$ cat src/mhitc_pkg.sv
// Shared types, codes and helpers for the magic header idle timeout check.
// No dependencies; every other file refers to this package by scoped names.
`timescale 1ns / 1ps

package mhitc_pkg;

    // Number of header bytes captured and compared
    localparam int MAGIC_BYTES = 4;
    localparam int FILL_W      = $clog2(MAGIC_BYTES + 1);
    localparam int CAP_IDX_W   = (MAGIC_BYTES > 1) ? $clog2(MAGIC_BYTES) : 1;

    // Field widths
    localparam int ACTION_W = 2;
    localparam int BYTE_W   = 8;
    localparam int TIME_W   = 32;
    localparam int CFG_W    = 32;
    localparam int CFG_IDX_W = 1;
    localparam int S_TDATA_W = 40;
    localparam int M_TDATA_W = 8;

    // Register reset values
    localparam logic [CFG_W-1:0] TIMEOUT_RESET = 32'd100;
    localparam logic [CFG_W-1:0] MAGIC_RESET   = 32'h5AA5C33C;

    // Configuration register indexes
    localparam logic [CFG_IDX_W-1:0] REG_IDLE_TIMEOUT = 1'd0;
    localparam logic [CFG_IDX_W-1:0] REG_MAGIC_WORD   = 1'd1;

    typedef enum logic [ACTION_W-1:0] {
        ACT_START = 2'd0,
        ACT_BYTE  = 2'd1,
        ACT_TICK  = 2'd2,
        ACT_TAKE  = 2'd3
    } action_t;

    typedef enum logic [1:0] {
        MODE_IDLE    = 2'd0,
        MODE_VERIFY  = 2'd1,
        MODE_PENDING = 2'd2
    } mode_t;

    // One request as held in the input register
    typedef struct packed {
        logic [TIME_W-1:0] now_ms;
        logic [BYTE_W-1:0] data_byte;
        action_t           action;
    } item_t;

    // One result; verifying sits in the lowest bit
    typedef struct packed {
        logic response_ok;
        logic response_taken;
        logic response_ready;
        logic verifying;
    } result_t;

    // Expected header byte at a position; positions beyond the word compare to zero
    function automatic logic [BYTE_W-1:0] expected_byte(
        input logic [CFG_W-1:0] magic,
        input int               pos
    );
        int shift_bytes;
        shift_bytes = MAGIC_BYTES - 1 - pos;
        if (shift_bytes >= 4 || shift_bytes < 0) begin
            return '0;
        end
        return magic[shift_bytes*8 +: BYTE_W];
    endfunction

endpackage

$ cat src/mhitc_in_stage.sv
// Input register for the request channel of the magic header check.
// Depends on mhitc_pkg for the request type.
`timescale 1ns / 1ps

module mhitc_in_stage (
    input  logic                aclk,
    input  logic                aresetn,
    input  logic                s_tvalid,
    output logic                s_tready,
    input  mhitc_pkg::item_t    s_item,
    output logic                item_valid,
    output mhitc_pkg::item_t    item,
    input  logic                item_take
);

    logic             valid_reg;
    logic             valid_next;
    mhitc_pkg::item_t item_reg;

    // Accept when empty or when the held request moves on this cycle
    assign s_tready = !valid_reg || item_take;

    always_comb begin
        valid_next = valid_reg;
        if (s_tready) begin
            valid_next = s_tvalid;
        end
    end

    always_ff @(posedge aclk) begin
        if (!aresetn) begin
            valid_reg <= 1'b0;
        end else begin
            valid_reg <= valid_next;
        end
    end

    // Load payload on every accepted request
    always_ff @(posedge aclk) begin
        if (s_tvalid && s_tready) begin
            item_reg <= s_item;
        end
    end

    assign item_valid = valid_reg;
    assign item       = item_reg;

endmodule

$ cat src/mhitc_core.sv
// Mode machine, header capture, timeout compare and result register.
// Depends on mhitc_pkg for codes, types and the expected byte helper.
`timescale 1ns / 1ps

module mhitc_core (
    input  logic                                  aclk,
    input  logic                                  aresetn,
    input  logic                                  cfg_wr_en,
    input  logic [mhitc_pkg::CFG_IDX_W-1:0]       cfg_index,
    input  logic [mhitc_pkg::CFG_W-1:0]           cfg_wdata,
    input  logic                                  item_valid,
    input  mhitc_pkg::item_t                      item,
    output logic                                  item_take,
    output logic                                  m_tvalid,
    input  logic                                  m_tready,
    output mhitc_pkg::result_t                    result
);

    localparam int MB = mhitc_pkg::MAGIC_BYTES;

    logic [mhitc_pkg::CFG_W-1:0]     timeout_reg;
    logic [mhitc_pkg::CFG_W-1:0]     magic_reg;

    mhitc_pkg::mode_t                mode_reg, mode_next;
    logic [mhitc_pkg::FILL_W-1:0]    fill_reg, fill_next;
    logic                            any_reg, any_next;
    logic [mhitc_pkg::TIME_W-1:0]    last_reg, last_next;
    logic                            verdict_reg, verdict_next;
    logic [mhitc_pkg::BYTE_W-1:0]    cap_reg [MB];
    logic                            cap_we;

    logic                            out_valid_reg, out_valid_next;
    mhitc_pkg::result_t              result_reg, result_next;

    logic [mhitc_pkg::TIME_W-1:0]    elapsed;
    logic                            match;
    logic                            taken;
    logic                            taken_ok;

    // Configuration registers
    always_ff @(posedge aclk) begin
        if (!aresetn) begin
            timeout_reg <= mhitc_pkg::TIMEOUT_RESET;
            magic_reg   <= mhitc_pkg::MAGIC_RESET;
        end else if (cfg_wr_en) begin
            case (cfg_index)
                mhitc_pkg::REG_IDLE_TIMEOUT: timeout_reg <= cfg_wdata;
                mhitc_pkg::REG_MAGIC_WORD:   magic_reg   <= cfg_wdata;
                default: ;
            endcase
        end
    end

    // Advance when a request is held and the result register can take a result
    assign item_take = item_valid && (!out_valid_reg || m_tready);

    // Compare every captured byte against the header word
    always_comb begin
        match = (fill_reg >= mhitc_pkg::FILL_W'(MB));
        for (int i = 0; i < MB; i++) begin
            if (cap_reg[i] != mhitc_pkg::expected_byte(magic_reg, i)) begin
                match = 1'b0;
            end
        end
    end

    assign elapsed = item.now_ms - last_reg;

    // Next mode, capture control and result
    always_comb begin
        mode_next    = mode_reg;
        fill_next    = fill_reg;
        any_next     = any_reg;
        last_next    = last_reg;
        verdict_next = verdict_reg;
        cap_we       = 1'b0;
        taken        = 1'b0;
        taken_ok     = 1'b0;

        case (item.action)
            mhitc_pkg::ACT_START: begin
                mode_next    = mhitc_pkg::MODE_VERIFY;
                fill_next    = '0;
                any_next     = 1'b0;
                last_next    = item.now_ms;
                verdict_next = 1'b0;
            end
            mhitc_pkg::ACT_BYTE: begin
                if (mode_reg == mhitc_pkg::MODE_VERIFY) begin
                    if (fill_reg < mhitc_pkg::FILL_W'(MB)) begin
                        cap_we    = 1'b1;
                        fill_next = fill_reg + 1'b1;
                    end
                    any_next  = 1'b1;
                    last_next = item.now_ms;
                end
            end
            mhitc_pkg::ACT_TICK: begin
                if (mode_reg == mhitc_pkg::MODE_VERIFY && any_reg &&
                    elapsed >= timeout_reg) begin
                    verdict_next = match;
                    mode_next    = mhitc_pkg::MODE_PENDING;
                end
            end
            mhitc_pkg::ACT_TAKE: begin
                if (mode_reg == mhitc_pkg::MODE_PENDING) begin
                    taken        = 1'b1;
                    taken_ok     = verdict_reg;
                    mode_next    = mhitc_pkg::MODE_IDLE;
                    fill_next    = '0;
                    any_next     = 1'b0;
                    verdict_next = 1'b0;
                end
            end
            default: ;
        endcase

        result_next.verifying      = (mode_next == mhitc_pkg::MODE_VERIFY);
        result_next.response_ready = (mode_next == mhitc_pkg::MODE_PENDING);
        result_next.response_taken = taken;
        if (taken) begin
            result_next.response_ok = taken_ok;
        end else if (mode_next == mhitc_pkg::MODE_PENDING) begin
            result_next.response_ok = verdict_next;
        end else begin
            result_next.response_ok = 1'b0;
        end

        // Output valid: load on advance, drop when taken
        out_valid_next = out_valid_reg;
        if (item_take) begin
            out_valid_next = 1'b1;
        end else if (m_tready) begin
            out_valid_next = 1'b0;
        end
    end

    // Control state
    always_ff @(posedge aclk) begin
        if (!aresetn) begin
            mode_reg      <= mhitc_pkg::MODE_IDLE;
            fill_reg      <= '0;
            any_reg       <= 1'b0;
            last_reg      <= '0;
            verdict_reg   <= 1'b0;
            out_valid_reg <= 1'b0;
        end else begin
            out_valid_reg <= out_valid_next;
            if (item_take) begin
                mode_reg    <= mode_next;
                fill_reg    <= fill_next;
                any_reg     <= any_next;
                last_reg    <= last_next;
                verdict_reg <= verdict_next;
            end
        end
    end

    // Capture store and result payload
    always_ff @(posedge aclk) begin
        if (item_take && cap_we) begin
            cap_reg[fill_reg[mhitc_pkg::CAP_IDX_W-1:0]] <= item.data_byte;
        end
        if (item_take) begin
            result_reg <= result_next;
        end
    end

    assign m_tvalid = out_valid_reg;
    assign result   = result_reg;

endmodule

$ cat src/magic_header_idle_timeout_check.sv
// Top level of the magic header check with idle timeout.
// Depends on mhitc_pkg, mhitc_in_stage and mhitc_core.
//
//  channel   | direction | tdata (low bit up)          | tuser
//  ----------+-----------+-----------------------------+---------------
//  s_ (req)  | in        | data_byte[7:0], now_ms[39:8]| action[1:0]
//  m_ (res)  | out       | verifying, response_ready,  | -
//            |           | response_taken, response_ok |
//  cfg_      | in        | write enable, index, data   | -
//
// One request per cycle sustained while m_tready accepts results; an accepted request
// passes the input register, then the result register.
// Reset is synchronous on aresetn low; registers return to 100 ms and 0x5AA5C33C.
// A stalled m_tready holds the result and backs up into s_tready once the
// input register is also full.
`timescale 1ns / 1ps

module magic_header_idle_timeout_check (
    input  logic                                aclk,
    input  logic                                aresetn,
    input  logic                                cfg_wr_en,
    input  logic [mhitc_pkg::CFG_IDX_W-1:0]     cfg_index,
    input  logic [mhitc_pkg::CFG_W-1:0]         cfg_wdata,
    input  logic                                s_tvalid,
    output logic                                s_tready,
    input  logic [mhitc_pkg::S_TDATA_W-1:0]     s_tdata,  // data_byte[7:0], now_ms[39:8]
    input  logic [mhitc_pkg::ACTION_W-1:0]      s_tuser,  // action[1:0]
    output logic                                m_tvalid,
    input  logic                                m_tready,
    output logic [mhitc_pkg::M_TDATA_W-1:0]     m_tdata   // verifying, response_ready,
                                                          // response_taken, response_ok, 0
);

    mhitc_pkg::item_t   s_item;
    mhitc_pkg::item_t   item;
    logic               item_valid;
    logic               item_take;
    mhitc_pkg::result_t result;

    // Unpack the request
    assign s_item.action    = mhitc_pkg::action_t'(s_tuser);
    assign s_item.data_byte = s_tdata[mhitc_pkg::BYTE_W-1:0];
    assign s_item.now_ms    = s_tdata[mhitc_pkg::BYTE_W +: mhitc_pkg::TIME_W];

    mhitc_in_stage u_in_stage (
        .aclk       (aclk),
        .aresetn    (aresetn),
        .s_tvalid   (s_tvalid),
        .s_tready   (s_tready),
        .s_item     (s_item),
        .item_valid (item_valid),
        .item       (item),
        .item_take  (item_take)
    );

    mhitc_core u_core (
        .aclk       (aclk),
        .aresetn    (aresetn),
        .cfg_wr_en  (cfg_wr_en),
        .cfg_index  (cfg_index),
        .cfg_wdata  (cfg_wdata),
        .item_valid (item_valid),
        .item       (item),
        .item_take  (item_take),
        .m_tvalid   (m_tvalid),
        .m_tready   (m_tready),
        .result     (result)
    );

    // Pack the result, zero fill to a byte
    assign m_tdata = {{(mhitc_pkg::M_TDATA_W - $bits(mhitc_pkg::result_t)){1'b0}}, result};

endmodule

$ cat config.mk
export PLATFORM = sky130hd
export DESIGN_NAME = magic_header_idle_timeout_check
export DESIGN_NICKNAME = d
export VERILOG_FILES = /design/src/mhitc_pkg.sv /design/src/mhitc_in_stage.sv /design/src/mhitc_core.sv /design/src/magic_header_idle_timeout_check.sv
export SDC_FILE = /design/constraint.sdc
export NUM_CORES = 1
export LEC_CHECK = 0
export ABC_AREA = 0
export BUFFER_PORTS_ARGS = -buffer_cell sky130_fd_sc_hd__buf_2
export CAP_MARGIN = 20
export CORE_AREA = 2 2 156 128
export DETAILED_ROUTE_END_ITERATION = 8
export DIE_AREA = 0 0 158 130
export HOLD_SLACK_MARGIN = 0.08
export PLACE_DENSITY = 0.68
export SETUP_SLACK_MARGIN = 0.5
export SYNTH_ARGS = -nofsm -noshare
export SYNTH_HDL_FRONTEND = slang
export SYNTH_HIERARCHICAL = 1
export SYNTH_SLANG_ARGS = --single-unit
export TNS_END_PERCENT = 1
$ cat constraint.sdc
create_clock -name aclk -period 7 [get_ports aclk]
set_clock_uncertainty 0.15 [all_clocks]
set_input_delay 0.35 -clock aclk [delete_from_list [all_inputs] [get_ports aclk]]
set_output_delay 0.35 -clock aclk [all_outputs]
set_load 0.1 [all_outputs]
==> metrics.md <==
| Metric | Value |
|---|---|
| Final HPWL from detailed placement | 14,400 um |
| ANT cells | 0 |
| Status | complete, no violations |
| Setup Fix Bufs, Post-CTS | 0 |
| Clock root cell | clkbuf_16 |
| Hold_ws | approximately 0.3 ns |
| First-pass GRT wire length | 33,900 um |
| Setup tns final | 0 ns |
| Share of layout cells above drive strength 1 | 12.1% |
| RD Place Congestion | 0.829 |
| Power per cell area | between 200 and 250 mW/mm^2 |
| Path type of the worst setup path | reg2reg |
| H-Tree Depth | 4 |
| Worst min-delay path class | in2reg |
| Leakage | 4.44 nW |
| CTS buffer count | 17 |
| Clock period minus worst slack | 4.99 ns |
| IO buf count | 85 |
| Mean cell area of the mapped netlist | about 9.5 sq um |
| Fin nets | 1,282 |
| Vias | roughly 7,200 |
| CP Launch Type | flip-flop |
| Core area | 0.0192 sq mm |
| Share of synthesized flip-flops with an asynchronous set or reset | 0% |
| Die area | 0.0205 sq mm |
| Die width | 158 um |
| Post-Route WL | 21,000 um |
| Congestion Overflow GR | 0 |
| Vias per cell | slightly above 5 |
| Final WS setup | 2.01 ns |
| Slew at the pin closest to its max-slew limit | around 0.94 ns |
| Net Sw Frac | 26.6% |
| Tcrit/Tclk final | 71.4% |
| Residual DRC | 0 |
| P_sw | 684 uW |
| Post-Syn Area | 0.00933 sq mm |
| Rows | 46 |
| Final antenna-violating net count | 0 |
| Endpoints failing hold | 0 |
| Post-Syn Instances | around 990 |
| Antenna violations before repair | 0 |
| Clock network power share | 37.2% |
| Multi-input logic area | 0.00440 sq mm |
| Req. time, crit path | about 7 ns |
| Nature of the critical path endpoint | flip-flop |
| Synthesis-stage register bit count | 183 |
| Seq pwr share | 46.2% |
| Die H | 130 um |
| Comb pwr share | 16.6% |
| Post-synth EDFFs | 78 |
| Max reg flops | 42 |
| Ports | 90 |
| CTS tree | built |
| Detailed-router iteration count before antenna repair | 5 |
| Post-cts resize count | 0 |
| CTS clock-pin slew for the worst setup and hold paths | 0.07 ns |
| Maximum vdd drop | 135 uV |
| # setup viols final | 0 |
| Area growth syn-to-layout | 21.9% |
| Clock Path Buffers | 2 |
| Post-synthesis sequential area ratio | 47.7% |
| F_max | 200 MHz |
| Post-synth top flop | dfxtp_1 |
| Worst Path Arrival | slightly above 5 ns |
| Mean routed wirelength per cell | 14.9 um |
| Yosys cell types | 63 |
| Slew headroom | a little under two fifths |
| Fillers | 1,661 |
| Synthesis warning total | 6 |
| Tot GR Track Use | about a fifth |
| Sink Count | 183 |
| Initial Utilization | 48.5% |
| Max-Cap Viols | 0 |
| FF/Latch Area | 0.00444 sq mm |
| Vias in the first global route | 6,899 |
| Internal power | 1.89 mW |
| Largest net degree at the start of global routing | 104 |
| Later-pin clock latency in the skew report | 0.43 ns |
| Util after Layout | 59.1% |
| Crit-path max FO | 5 |
| Final count of pins violating max slew | 0 |
| Pre-CTS setup slack | 2.01 ns |
| Initial DRC count | 396 |
| Tot Pwr | ~2.6 mW |
| RSZ-0062 raised after global routing | no |
==> per-stage QoR <==
step,cell area (sq um),instances
finish,11400,1411
global route,11400,1411
CTS,11300,1410
detailed placement,9990,1302
global placement,9950,1300
floorplan,9340,988
==> worst paths after layout <==
path	slack, ns	cells after the start	end	startpoint
min	0.30	4	u_core/timeout_reg[1]	cfg_wr_en
max	2.01	20	u_core/result[3]	u_in_stage/item[10]
min reg2reg	0.32	2	u_core/timeout_reg[28]	u_core/timeout_reg[28]
max reg2reg	2.01	20	u_core/result[3]	u_in_stage/item[10]
==> metal layers <==
layer	part of all wire, %	track usage [%]	vias up
li1	-	-	3648
met1	49	29.4	3421
met2	46	34.3	146
met3	4.3	3.89	20
met4	1.1	5.94	0
met5	0	0	-
==> cell type report <==
class                      count  share of cell area, %
multi-input combinational    681                   38.7
tap                          264                   2.91
timing repair buffer         169                   11.4
clock inverter                 8                  0.484
sequential                   183                   39.1
inverter                      82                   2.71
clock buffer                  24                   4.71
==> synth_stat cells (all sizes together), types with 4 or more instances <==
library cell	instances	area (sq um)
and3	6	38.8
xnor2	28	245
a21oi	36	188
inv	81	304
o22ai	4	25.0
nor2b	7	43.8
a21o	27	203
and2	8	52.6
a211oi	9	77.6
ha	67	838
clkbuf	35	131
nand4	14	87.6
a21boi	82	619
nand2b	8	57.6
nand3	25	125
buf	7	56.3
xor2	28	245
nor2	34	128
edfxtp	78	2340
o211ai	9	77.6
dfxtp	105	2100
o21a	5	37.5
nand2	212	796
o21ai	25	129
nor3	5	25.0
or3	4	25.0
o21bai	4	33.8
nor4	5	31.3
==> critical path, stage by stage, from the launching register on <==
cell and delay (ns):
edfxtp_1 0.39, inv_1 0.07, ha_1 0.16, inv_1 0.06
fa_1 0.42, a211oi_1 0.30, o21ai_1 0.18, nand3b_4 0.12
a31oi_2 0.15, a311oi_4 0.47, o21ai_2 0.14, nand3_1 0.10
nand4_1 0.09, ha_1 0.30, nand4_1 0.12, or2_1 0.29
nor3_1 0.29, o21ai_0 0.25, a211oi_2 0.44, a22oi_1 0.17
o21ai_1 0.16
==> power groups by stage <==
stage	Clock (mW)	Combinational (mW)	Sequential (mW)
2_1_floorplan	0	0.282	1.21
3_3_place_gp	0	0.382	1.21
3_5_place_dp	0	0.391	1.21
4_1_cts	0.976	0.426	1.19
5_1_grt	1.02	0.481	1.20
6_report	0.959	0.426	1.19
==> repair_timing <==
item / 4_1_cts / 5_1_grt
hold buffers: 76 / 0
hold endpoints to repair: 104 / 0
endpoints found under the setup margin: 0 / 0
==> placed cells by master (no fill, tap or decap), types with 6 or more instances in the layout <==
cell | synthesis | layout
nand2_1 | 212 | 212
dfxtp_1 | 105 | 105
buf_2 | 0 | 85
inv_1 | 81 | 81
a21boi_0 | 81 | 81
edfxtp_1 | 78 | 78
dlygate4sd3_1 | 0 | 76
ha_1 | 67 | 67
a21oi_1 | 34 | 34
nor2_1 | 34 | 34
xor2_1 | 28 | 28
xnor2_1 | 28 | 28
a21o_1 | 27 | 27
nand3_1 | 25 | 25
clkbuf_16 | 0 | 20
o21ai_0 | 19 | 19
nand4_1 | 14 | 14
nand2b_1 | 7 | 7
a211oi_1 | 7 | 7
o211ai_1 | 7 | 7
and2_1 | 7 | 7
nor2b_1 | 7 | 6
==> cells by family after synthesis <==
logic type	count (synthesis)	synth area share (%)
simple gates	336	15.9
buf+inv	124	5.31
compound gates	217	16.6
xor+xnor	56	5.26
flops	183	47.7
other cells	1	0.0402
fa+ha+maj	68	9.20
(Power assumes the default switching activity.)
